**src/rtl/core/uvst_pkg.sv**
```systemverilog
// ---------------------------------------------------------------------------
// uvst_pkg: shared types and constants of the unique value set table
// Capacity, field widths, command and status codes, controller states and
// the control bundle that the table drives into each storage cell.
// ---------------------------------------------------------------------------
package uvst_pkg;

    // Table geometry
    localparam int CAPACITY = 16;
    localparam int IDX_W    = $clog2(CAPACITY);
    localparam int CNT_W    = $clog2(CAPACITY + 1);

    // Fixed field widths
    localparam int CMD_W    = 2;
    localparam int VAL_W    = 32;
    localparam int POS_W    = 5;
    localparam int STAT_W   = 2;

    // Command codes
    localparam logic [CMD_W-1:0] CMD_LOOKUP = 2'd0;
    localparam logic [CMD_W-1:0] CMD_INSERT = 2'd1;
    localparam logic [CMD_W-1:0] CMD_REMOVE = 2'd2;

    // Status codes
    localparam logic [STAT_W-1:0] STATUS_OK     = 2'd0;
    localparam logic [STAT_W-1:0] STATUS_FULL   = 2'd1;
    localparam logic [STAT_W-1:0] STATUS_DUP    = 2'd2;
    localparam logic [STAT_W-1:0] STATUS_ABSENT = 2'd3;

    // Position reported for an absent value
    localparam logic signed [POS_W-1:0] POS_NONE = '1;

    // Controller states
    typedef enum logic
    {
        FSM_IDLE,
        FSM_EXEC
    } fsm_state_t;

    // Per-cell control bundle
    typedef struct packed
    {
        logic active;     // cell index lies below the current count
        logic load_new;   // cell takes the key (append)
        logic remove_en;  // a remove commits this cycle
    } cell_ctrl_t;

endpackage

```
**src/rtl/core/uvst_in_if.sv**
```systemverilog
// ---------------------------------------------------------------------------
// uvst_in_if: command channel of the unique value set table
// Valid/ready channel carrying one command and its signed value.
// ---------------------------------------------------------------------------
interface uvst_in_if
    import uvst_pkg::*;
();
    logic                     valid;
    logic                     ready;
    logic [CMD_W-1:0]         cmd;
    logic signed [VAL_W-1:0]  value;

    modport source (output valid, output cmd, output value, input ready);
    modport sink   (input valid, input cmd, input value, output ready);
endinterface

```
**src/rtl/core/uvst_out_if.sv**
```systemverilog
// ---------------------------------------------------------------------------
// uvst_out_if: result channel of the unique value set table
// Valid/ready channel carrying found flag, position, count and status.
// ---------------------------------------------------------------------------
interface uvst_out_if
    import uvst_pkg::*;
();
    logic                     valid;
    logic                     ready;
    logic                     found;
    logic signed [POS_W-1:0]  position;
    logic [POS_W-1:0]         entry_count;
    logic [STAT_W-1:0]        status;

    modport source (output valid, output found, output position,
                    output entry_count, output status, input ready);
    modport sink   (input valid, input found, input position,
                    input entry_count, input status, output ready);
endinterface

```
**src/rtl/core/uvst_cell.sv**
```systemverilog
// ---------------------------------------------------------------------------
// uvst_cell: one storage cell of the value table
// Holds one entry, compares it against the search key and either appends
// the key or takes its upper neighbor's entry when a remove closes a gap.
// ---------------------------------------------------------------------------
module uvst_cell
    import uvst_pkg::*;
(
    input  logic                     clk,
    input  cell_ctrl_t               ctrl,
    input  logic signed [VAL_W-1:0]  key,
    input  logic signed [VAL_W-1:0]  upper_value,
    input  logic                     seen_in,
    output logic                     seen_out,
    output logic                     match,
    output logic signed [VAL_W-1:0]  value
);

    logic signed [VAL_W-1:0] value_reg;
    logic signed [VAL_W-1:0] value_next;

    // Compare only live entries; carry the "match at or below" flag upward
    assign match    = ctrl.active && (value_reg == key);
    assign seen_out = seen_in | match;
    assign value    = value_reg;

    // Append the key, or shift down from the neighbor at and above the hit
    always_comb
    begin
        value_next = value_reg;
        if (ctrl.load_new)
        begin
            value_next = key;
        end
        else if (ctrl.remove_en && seen_out)
        begin
            value_next = upper_value;
        end
    end

    always_ff @(posedge clk)
    begin
        value_reg <= value_next;
    end

endmodule

```
**src/rtl/core/unique_value_set_table.sv**
```systemverilog
// ---------------------------------------------------------------------------
// unique_value_set_table: packed set of distinct signed 32-bit values
// Keeps values in insertion order; lookup, insert and remove with
// compaction, one result transaction per command transaction.
// ---------------------------------------------------------------------------
// Usage:
//   item   : command transaction (cmd, value), valid/ready.
//   result : result transaction (found, position, entry_count, status).
//   Each command is registered when taken in the idle state; in the
//   execute state every cell compares in parallel, the position is
//   encoded and the cells append or shift down by one. Commands are
//   taken only in the idle state, so no new one is accepted before the
//   last has executed; the compare plus match-prefix chain through the
//   row of cells is evaluated in the execute state. The output register
//   loads when the command commits, which waits until it is free. A new
//   command is taken while that result still waits; if the receiver
//   stalls, the second command holds in its execute state until the
//   output register frees, and no further command is accepted meanwhile.
//   Reset clears the count (empty table) and the control state; cell
//   contents are not cleared, as only entries below the count are read.
// ---------------------------------------------------------------------------
module unique_value_set_table
    import uvst_pkg::*;
(
    input  logic       clk,
    input  logic       rst_n,
    uvst_in_if.sink    item,
    uvst_out_if.source result
);

    fsm_state_t               state_reg;
    fsm_state_t               state_next;
    logic [CMD_W-1:0]         cmd_reg;
    logic signed [VAL_W-1:0]  key_reg;
    logic [CNT_W-1:0]         count_reg;
    logic [CNT_W-1:0]         count_next;
    logic                     out_valid_reg;
    logic                     out_valid_next;
    logic                     found_reg;
    logic signed [POS_W-1:0]  position_reg;
    logic [POS_W-1:0]         entry_count_reg;
    logic [STAT_W-1:0]        status_reg;

    cell_ctrl_t               cell_ctrl [CAPACITY];
    logic [CAPACITY-1:0]      match;
    logic [CAPACITY:0]        seen;
    logic signed [VAL_W-1:0]  cell_value [CAPACITY];

    logic                     commit;
    logic                     found;
    logic [IDX_W-1:0]         hit_idx;
    logic                     insert_ok;
    logic                     remove_ok;
    logic                     is_full;
    logic signed [POS_W-1:0]  position_next;
    logic [STAT_W-1:0]        status_next;

    // Row of cells; each hands its entry down to the cell below
    assign seen[0] = 1'b0;

    for (genvar i = 0; i < CAPACITY; i++)
    begin : g_cell
        assign cell_ctrl[i].active    = (CNT_W'(i) < count_reg);
        assign cell_ctrl[i].load_new  = commit && insert_ok &&
                                        (count_reg == CNT_W'(i));
        assign cell_ctrl[i].remove_en = commit && remove_ok;

        uvst_cell u_cell
        (
            .clk         (clk),
            .ctrl        (cell_ctrl[i]),
            .key         (key_reg),
            .upper_value (cell_value[(i + 1 < CAPACITY) ? i + 1 : i]),
            .seen_in     (seen[i]),
            .seen_out    (seen[i+1]),
            .match       (match[i]),
            .value       (cell_value[i])
        );
    end

    // Encode the single hit into an index
    always_comb
    begin
        hit_idx = '0;
        for (int i = 0; i < CAPACITY; i++)
        begin
            if (match[i])
            begin
                hit_idx = hit_idx | IDX_W'(i);
            end
        end
    end

    assign found   = seen[CAPACITY];
    assign is_full = (count_reg >= CNT_W'(CAPACITY));

    // Decode the command into result fields and state changes
    always_comb
    begin
        insert_ok     = 1'b0;
        remove_ok     = 1'b0;
        position_next = found ? POS_W'(hit_idx) : POS_NONE;
        status_next   = STATUS_OK;
        count_next    = count_reg;
        unique case (cmd_reg)
            CMD_INSERT:
            begin
                if (found)
                begin
                    status_next = STATUS_DUP;
                end
                else if (is_full)
                begin
                    status_next = STATUS_FULL;
                end
                else
                begin
                    insert_ok     = 1'b1;
                    position_next = POS_W'(count_reg);
                    count_next    = count_reg + CNT_W'(1);
                end
            end
            CMD_REMOVE:
            begin
                if (!found)
                begin
                    status_next = STATUS_ABSENT;
                end
                else
                begin
                    remove_ok  = 1'b1;
                    count_next = count_reg - CNT_W'(1);
                end
            end
            default:
            begin
                // lookup, and the unused code, change nothing
            end
        endcase
    end

    // Controller: take a transaction, then execute once the output frees
    assign commit     = (state_reg == FSM_EXEC) && (!out_valid_reg || result.ready);
    assign item.ready = (state_reg == FSM_IDLE);

    always_comb
    begin
        state_next = state_reg;
        unique case (state_reg)
            FSM_IDLE:
            begin
                if (item.valid)
                begin
                    state_next = FSM_EXEC;
                end
            end
            FSM_EXEC:
            begin
                if (commit)
                begin
                    state_next = FSM_IDLE;
                end
            end
            default:
            begin
                state_next = FSM_IDLE;
            end
        endcase
    end

    always_comb
    begin
        out_valid_next = out_valid_reg;
        if (commit)
        begin
            out_valid_next = 1'b1;
        end
        else if (result.ready)
        begin
            out_valid_next = 1'b0;
        end
    end

    always_ff @(posedge clk or negedge rst_n)
    begin
        if (!rst_n)
        begin
            state_reg     <= FSM_IDLE;
            count_reg     <= '0;
            out_valid_reg <= 1'b0;
        end
        else
        begin
            state_reg     <= state_next;
            out_valid_reg <= out_valid_next;
            if (commit)
            begin
                count_reg <= count_next;
            end
        end
    end

    // Capture the command and hold the result payload
    always_ff @(posedge clk)
    begin
        if (item.valid && item.ready)
        begin
            cmd_reg <= item.cmd;
            key_reg <= item.value;
        end
        if (commit)
        begin
            found_reg       <= found;
            position_reg    <= position_next;
            entry_count_reg <= POS_W'(count_next);
            status_reg      <= status_next;
        end
    end

    assign result.valid       = out_valid_reg;
    assign result.found       = found_reg;
    assign result.position    = position_reg;
    assign result.entry_count = entry_count_reg;
    assign result.status      = status_reg;

    // Live entries are distinct, so at most one cell hits
    a_single_hit: assert property (@(posedge clk) disable iff (!rst_n)
        (state_reg == FSM_EXEC) |-> $onehot0(match))
        else $error("more than one cell matched the key");

    // Count never exceeds capacity
    a_count_bound: assert property (@(posedge clk) disable iff (!rst_n)
        count_reg <= CNT_W'(CAPACITY))
        else $error("entry count above capacity");

    // An accepted insert grows the table by exactly one
    a_insert_grow: assert property (@(posedge clk) disable iff (!rst_n)
        (commit && insert_ok) |=> (count_reg == $past(count_reg) + CNT_W'(1)))
        else $error("insert did not advance the count");

    // A command that finds nothing to do leaves the count alone
    a_noop_hold: assert property (@(posedge clk) disable iff (!rst_n)
        (commit && !insert_ok && !remove_ok) |=> $stable(count_reg))
        else $error("count changed on a command without effect");

endmodule

```
**src/flat_wrapper.sv**
```systemverilog
// flat-port wrapper written by rule: the top's interface ports become plain ports
module unique_value_set_table_flat import uvst_pkg::*;
  (clk, rst_n, item_valid, item_cmd, item_value, item_ready, result_valid, result_found, result_position, result_entry_count, result_status, result_ready);
  uvst_in_if item_i ();
  uvst_out_if result_i ();
  input  logic clk;
  input  logic rst_n;
  input wire logic [$bits(item_i.valid)-1:0] item_valid;
  input wire logic [$bits(item_i.cmd)-1:0] item_cmd;
  input wire logic [$bits(item_i.value)-1:0] item_value;
  output wire logic [$bits(item_i.ready)-1:0] item_ready;
  output wire logic [$bits(result_i.valid)-1:0] result_valid;
  output wire logic [$bits(result_i.found)-1:0] result_found;
  output wire logic [$bits(result_i.position)-1:0] result_position;
  output wire logic [$bits(result_i.entry_count)-1:0] result_entry_count;
  output wire logic [$bits(result_i.status)-1:0] result_status;
  input wire logic [$bits(result_i.ready)-1:0] result_ready;
  assign item_i.valid = item_valid;
  assign item_i.cmd = item_cmd;
  assign item_i.value = item_value;
  assign item_ready = item_i.ready;
  assign result_valid = result_i.valid;
  assign result_found = result_i.found;
  assign result_position = result_i.position;
  assign result_entry_count = result_i.entry_count;
  assign result_status = result_i.status;
  assign result_i.ready = result_ready;
  unique_value_set_table u_core (.clk(clk), .rst_n(rst_n), .item(item_i), .result(result_i));
endmodule
```
**config.mk**
```make
export PLATFORM = sky130hd
export DESIGN_NAME = unique_value_set_table_flat
export DESIGN_NICKNAME = d
export VERILOG_FILES = /design/src/rtl/core/uvst_pkg.sv /design/src/rtl/core/uvst_in_if.sv /design/src/rtl/core/uvst_out_if.sv /design/src/rtl/core/uvst_cell.sv /design/src/rtl/core/unique_value_set_table.sv /design/src/flat_wrapper.sv
export SDC_FILE = /design/constraint.sdc
export NUM_CORES = 1
export LEC_CHECK = 0
export BUFFER_PORTS_ARGS = -buffer_cell sky130_fd_sc_hd__buf_2
export CORE_MARGIN = 8
export CORE_UTILIZATION = 59
export DETAILED_ROUTE_END_ITERATION = 8
export GPL_TIMING_DRIVEN = 0
export PLACE_DENSITY_LB_ADDON = 0.05
export SLEW_MARGIN = 20
export SYNTH_ARGS = -nofsm -noshare
export SYNTH_HDL_FRONTEND = slang
export SYNTH_SLANG_ARGS = --single-unit
export TNS_END_PERCENT = 30
```
**constraint.sdc**
```tcl
create_clock -name clk -period 8.45 [get_ports clk]
set_input_delay 0 -clock clk [delete_from_list [all_inputs] [get_ports clk]]
set_output_delay 0 -clock clk [all_outputs]
set_load 0.05 [all_outputs]
```
# Yosys cells after proc, flatten, opt, wreduce, memory -nomap -nowiden
# Index checks and enable logic that the tools add are counted.
# W data, S select, Z words.
dict set report op_classes {
  n_reduce_logical 70
  add_sub_neg 2
  mux 67
  n_lt_le_gt_ge 17
  bitwise_logic 16
  eq_ne 33
}
# cell count
set ops {}
lappend ops {{$mux W32} 30}
lappend ops {{$eq A32 B32 Y1} 16}
lappend ops {{$logic_and A1 B1 Y1} 51}
lappend ops {{$eq A5 B4 Y1 const B} 8}
lappend ops {{$lt A4 B5 Y1 const A} 8}
lappend ops {{$mux W5} 7}
lappend ops {{$mux W4} 8}
lappend ops {{$reduce_bool A2 Y1} 16}
lappend ops {{$eq A5 B3 Y1 const B} 4}
lappend ops {{$lt A3 B5 Y1 const A} 4}
lappend ops {{$or A1 B1 Y1} 15}
lappend ops {{$mux W3} 4}
lappend ops {{$mux W1} 11}
lappend ops {{$eq A5 B2 Y1 const B} 2}
lappend ops {{$lt A1 B5 Y1 const A} 2}
lappend ops {{$lt A2 B5 Y1 const A} 2}
lappend ops {{$pmux W5 S2} 1}
lappend ops {{$mux W2} 4}
lappend ops {{$add A5 B1 Y5 const B} 1}
lappend ops {{$eq A5 B1 Y1 const B} 1}
lappend ops {{$ge A5 B5 Y1 const B} 1}
lappend ops {{$logic_not A5 Y1} 1}
lappend ops {{$sub A5 B1 Y5 const B} 1}
lappend ops {{$pmux W2 S2} 1}
lappend ops {{other kinds (6)} 6}
dict set report word_totals {
  reg_bits 566
  in_bits 38
}

# Logic depth before layout (Yosys ltp)
dict set report logic_depth {
  depth_word 23
  mapped_depth 15
  mapped_depth_nobuf 9
}

# By module
# A second synthesis with hierarchy kept.
dict set report unflattened {
  hier_cells 2122
  hier_area_um2 30419.2
}
# module cells_per_inst n_inst area_each_um2 seq_area_each_um2
set by_module_without_submodules {}
lappend by_module_without_submodules {uvst_cell 119 16 1740.4 960.9}
lappend by_module_without_submodules {unique_value_set_table 218 1 2572.5 1586.5}

# Worst setup path after synthesis
# Ideal clock, no wire load.
dict set report synth_path {
  path_type {reg2reg}
  from {register u_core.key_reg[13]}
  to {register u_core.g_cell[15].u_cell.value_reg[0] (enable)}
  period_less_slack_ns 6.099
  setup_ns 0.501
  arrival_ns 5.598
  stages_incl_launch_ff 11
  slack_ns 2.351
  required_time_ns 7.949
  path_buffers 2
  cell_sequence {edfxtp_1 > buf_2 > buf_4 > xor2_1 > nor4_1 > nand4_1 > nor3_1 > or4_4 > nor4_1 > nand3_1 > nor4_1}
}
# element line_no
set synth_lines {}
lappend synth_lines {{start: declaration} unique_value_set_table.sv:34} ;# logic signed [VAL_W-1:0] key_reg;
lappend synth_lines {{start signal: assignment} unique_value_set_table.sv:209} ;# key_reg <= item.value;
lappend synth_lines {{end signal: assignment} uvst_cell.sv:43} ;# value_reg <= value_next;
lappend synth_lines {{end: declaration} uvst_cell.sv:19} ;# logic signed [VAL_W-1:0] value_reg;

# Worst setup path after layout
dict set report layout_path {
  from {register u_core.key_reg[27]}
  to {register u_core.g_cell[10].u_cell.value_reg[16] (enable)}
}
dict set report layout_via {
  elab_chain_len 22
  elab_cells_between_ends 56
  cone_classes {16 x eq/ne; 4 x mux; 15 x bitwise; 21 x reduce/logical}
}
# element line_no
set layout_lines {}
lappend layout_lines {{$eq A32 B32 Y1} uvst_cell.sv:23} ;# assign match = ctrl.active && (value_reg == key);
lappend layout_lines {{$logic_and A1 B1 Y1} uvst_cell.sv:23}
lappend layout_lines {{$or A1 B1 Y1 (15 in a row)} uvst_cell.sv:24} ;# assign seen_out = seen_in | match;
lappend layout_lines {{$mux W1, on equally long branches} {unique_value_set_table.sv:125, unique_value_set_table.sv:108}}
lappend layout_lines {{$mux W1} unique_value_set_table.sv:105} ;# unique case (cmd_reg)
lappend layout_lines {{$logic_and A1 B1 Y1, on equally long branches} {unique_value_set_table.sv:66, unique_value_set_table.sv:64}}
lappend layout_lines {{$logic_and A1 B1 Y1, on equally long branches} {uvst_cell.sv:35, unique_value_set_table.sv:64}}
lappend layout_lines {{$reduce_bool A2 Y1 (no line) *} -}
lappend layout_lines {{end signal: assignment} uvst_cell.sv:43}
lappend layout_lines {{end: declaration} uvst_cell.sv:19}
# Every way passes the cells marked *; elsewhere a longest branch is shown, timed or not.
# A chain may end at the register's enable or synchronous reset.

==> results.yml <==
outcome:
  status: "finished clean"
worst_setup_path:
  max_stage_delay_ps: 720
  timing.rr.start: "u_core.key_reg[27]"
  timing.rr.end: "u_core.g_cell[10].u_cell.value[16]"
  path_cells: "buf_2 > buf_4 > buf_2 > xnor2_1 > nand4_1 > nor4_1 > nand4_1 > nand4_1 > or4_1 > buf_2 > buf_1 > nand2_1 > o211ai_1 > buf_4 > buf_4 > buf_4"
  worstSetupEndpoint: "u_core.g_cell[10].u_cell.value[16]"
  end_kind: "register"
  worstPathRequired_ps: 8810
  path_buf_inv: 8
  cp_max_fo: 10
  crit_top_cell: "buf_4"
  cp.arrival_ps: 7150
  crit_start: "u_core.key_reg[27]"
  worstSetupPathType: "reg2reg"
  cpMaxStageDelayCell: "nand2_1"
  cp.depth: 16
  r2r_cells: 16
  rrSetupSlack_ps: 1660
  critPathLaunchType: "register"
  critPathTopFamily: "simple AND/OR/NAND/NOR gates"
logic_synthesis:
  yosys_register_bits: 566
  async_flop_share_pct: 1.24
  syn_inst: 2148
  ys_warn_count: 0
  synth-main-ff-cell: "edfxtp_1"
  yosysUniqueCellTypes: 57
  synth_edf_count: 559
  seq_area_frac_synth_pct: 56.0
  syn_avg_cell_area_sq_um: 14.1
  syn_nets: 2193
  synth_area_sq_mm: 0.0303
grt:
  track_usage_pct: 32.8
  grt_pass1_vias: 18939
  grt_pass1_wl_um: 139000
  grt_max_degree: 33
  antenna_found_initial: 2
  grt_overflow: 0
die:
  ioPinCount: 53
  die_h_um: 243
  die_area_sq_mm: 0.0588
  rows: 83
  core-area_sq_mm: 0.0510
  initial_utilization_pct: 59.4
  die_x_um: 243
sta:
  worst_pin_slew_ps: 1100
  finalSetupViolations: 0
  drv_slew: 0
  hold_violations: 0
  fin_ws_ps: 1660
  fin_skew_ps: 21.4
  finalWorstPathRequiredPeriod_ps: 6790
  final.setup.tns_ps: 0
  slew_headroom_pct: 26.2
  max_freq_mhz: 147
  fin_crit_sh_pct: 80.4
  rsz0062_at_grt: "false"
  hold_slack_ps: 52.1
cts:
  cts.clk_slew.worst_paths_ps: 60
  cts_buffers: 61
  clock_sinks: 566
  ctsLongestPathBuffers: 3
  clkLatencyLatePin_ps: 660
  postCtsSetupRepairBufs: 0
  cts_root_buffer: "clkbuf_16"
  cts_max_level: 2
  cts_tree: "built"
routing:
  post-route-drc-count: 0
  vias_per_cell: 6.33
  drt_wl_total_um: 98100
  drtIter0Drc: 2548
  drtAntennaViolNets: 0
  num_vias: 19383
  first_pass_iters: 5
  wl_per_cell_um: 32.1
power:
  vdd_drop_max_v: 0.000194
  power_density_mw_per_mm2: 217
  p_leak_nw: 11.6
  total_power_w: 0.00743
cells_and_area:
  area_growth_pct: 13.0
  nets: 2372
  drive_above_1_share_pct: 30.5
  largest_reg_flops: 512
  final_cell_area_sq_mm: 0.0342
place:
  io_buffers: 52
  gp_congestion: 0.995
  dpl.hpwl_um: 78900
  dpl_cell_area_sq_mm: 0.0319
  dp_slack_ps: 2020
min_path:
  hold_class: "in2reg"
flow_run:
  cap_violations: 0
-- logic make-up (layout without fill, tap and decap cells) --
kind of cell,count (synthesis),count (layout),synth area share [%]
AOI/OAI and AO/OA,60,60,1.31
xor gates and xnor gates,512,512,14.8
adders and majority gates,7,7,0.289
buffers and inverters,201,432,3.37
DFF,566,566,56.0
muxes,482,482,17.9
other,0,1,0
and+or+nand+nor,320,320,6.30
-- layout make-up --
| cell class | instances | area [sq um] |
|---|---|---|
| sequential | 566 | 17000 |
| fill | 3752 | 16800 |
| multi-input combinational | 1381 | 12400 |
| clock buffer | 78 | 1640 |
| timing repair buffer | 116 | 1030 |
| buffer | 188 | 972 |
| tap | 680 | 851 |
| clock inverter | 37 | 292 |
| inverter | 13 | 48.8 |
| antenna | 1 | 2.50 |
-- repair_timing --
| item | in CTS | in global routing |
|---|---|---|
| hold endpoints to repair | 52 | 0 |
| hold buffers | 38 | 0 |
| gates resized for setup | 0 | 0 |
-- synthesized netlist by cell type (2+ instances only) --
| cell | n | share of area [%] |
|---|---|---|
| nand4_2 | 2 | 0.083 |
| o21a_1 | 2 | 0.050 |
| or4_1 | 4 | 0.099 |
| buf_1 | 2 | 0.025 |
| mux2_1 | 95 | 3.5 |
| nand3_2 | 7 | 0.23 |
| dfrtp_1 | 7 | 0.58 |
| edfxtp_1 | 559 | 55 |
| a21boi_0 | 3 | 0.074 |
| nor4_1 | 98 | 2.0 |
| a2111o_1 | 2 | 0.074 |
| nand4_1 | 66 | 1.4 |
| o21ai_0 | 18 | 0.30 |
| xor2_1 | 329 | 9.5 |
| mux2_2 | 386 | 14 |
| and3_1 | 2 | 0.041 |
| ha_1 | 7 | 0.29 |
| xnor2_1 | 183 | 5.3 |
| nor3_2 | 2 | 0.066 |
| a2111oi_0 | 4 | 0.12 |
| nor4b_4 | 2 | 0.16 |
| buf_4 | 29 | 0.72 |
| buf_6 | 4 | 0.15 |
| or2_2 | 3 | 0.062 |
| o21bai_1 | 2 | 0.050 |
| nor3b_1 | 2 | 0.050 |
| and2_1 | 2 | 0.041 |
| nand3_1 | 28 | 0.46 |
| a21oi_1 | 12 | 0.20 |
| nor2b_1 | 2 | 0.041 |
| o211ai_1 | 6 | 0.15 |
| nand2b_1 | 2 | 0.041 |
| or3_1 | 3 | 0.062 |
| a31oi_1 | 3 | 0.062 |
| nand2_1 | 32 | 0.40 |
| nor2_1 | 27 | 0.33 |
| buf_2 | 102 | 1.7 |
| inv_1 | 12 | 0.15 |
| clkbuf_1 | 51 | 0.63 |
| nor3_1 | 29 | 0.48 |
-- layout by cell type, fill, tap and decap left out, types with 4 or more instances in the layout --
master	Yosys	layout
edfxtp_1	559	559
mux2_2	386	386
xor2_1	329	329
xnor2_1	183	183
buf_2	102	157
nor4_1	98	96
mux2_1	95	95
nand4_1	66	66
clkbuf_1	51	64
clkbuf_16	0	62
buf_4	29	41
dlygate4sd3_1	0	38
nor3_1	29	29
nand3_1	28	28
nand2_1	32	28
nor2_1	27	27
clkinv_2	0	13
clkinv_1	0	13
inv_1	12	12
a21oi_1	12	12
o21ai_0	18	11
buf_16	0	8
nand3_2	7	7
o21ai_4	0	7
ha_1	7	7
dfrtp_1	7	7
o211ai_1	6	6
clkinv_4	0	5
buf_6	4	4
or4_1	4	4
nand2_2	0	4
-- report_power, final --
group	internal, W	switching [W]	leakage [nW]
clock	0.00147	0.00116	0.952
sequential	0.00316	0.0000569	5.12
combinational	0.000424	0.00117	5.53
-- metal layers --
layer	global-route usage, %	part of all wire (%)	up-vias
met5	0	0.010	-
met3	8.86	11	152
met2	49.1	44	1054
met1	46.9	42	9858
met4	8.34	2.7	2
li1	-	-	8317
-- stage by stage --
step	utilization (%)	cells
floorplan	-	2148
detailed placement	62.6	2906
global route	67.1	3059
finish	67.1	3060
CTS	67.1	3059
global placement	61.6	2880
-- how the worst min path moves through the flow --
stage | to | from | cells past startpoint
2_1_floorplan | u_core.count_reg[0] | rst_n | 0
3_3_place_gp | u_core.result.valid | rst_n | 1
3_5_place_dp | u_core.result.valid | rst_n | 1
4_1_cts | u_core.key_reg[5] | item_value[5] | 2
5_1_grt | u_core.key_reg[18] | item_value[18] | 2
6_report | u_core.key_reg[17] | item_value[17] | 2
(Power assumes the default switching activity.)
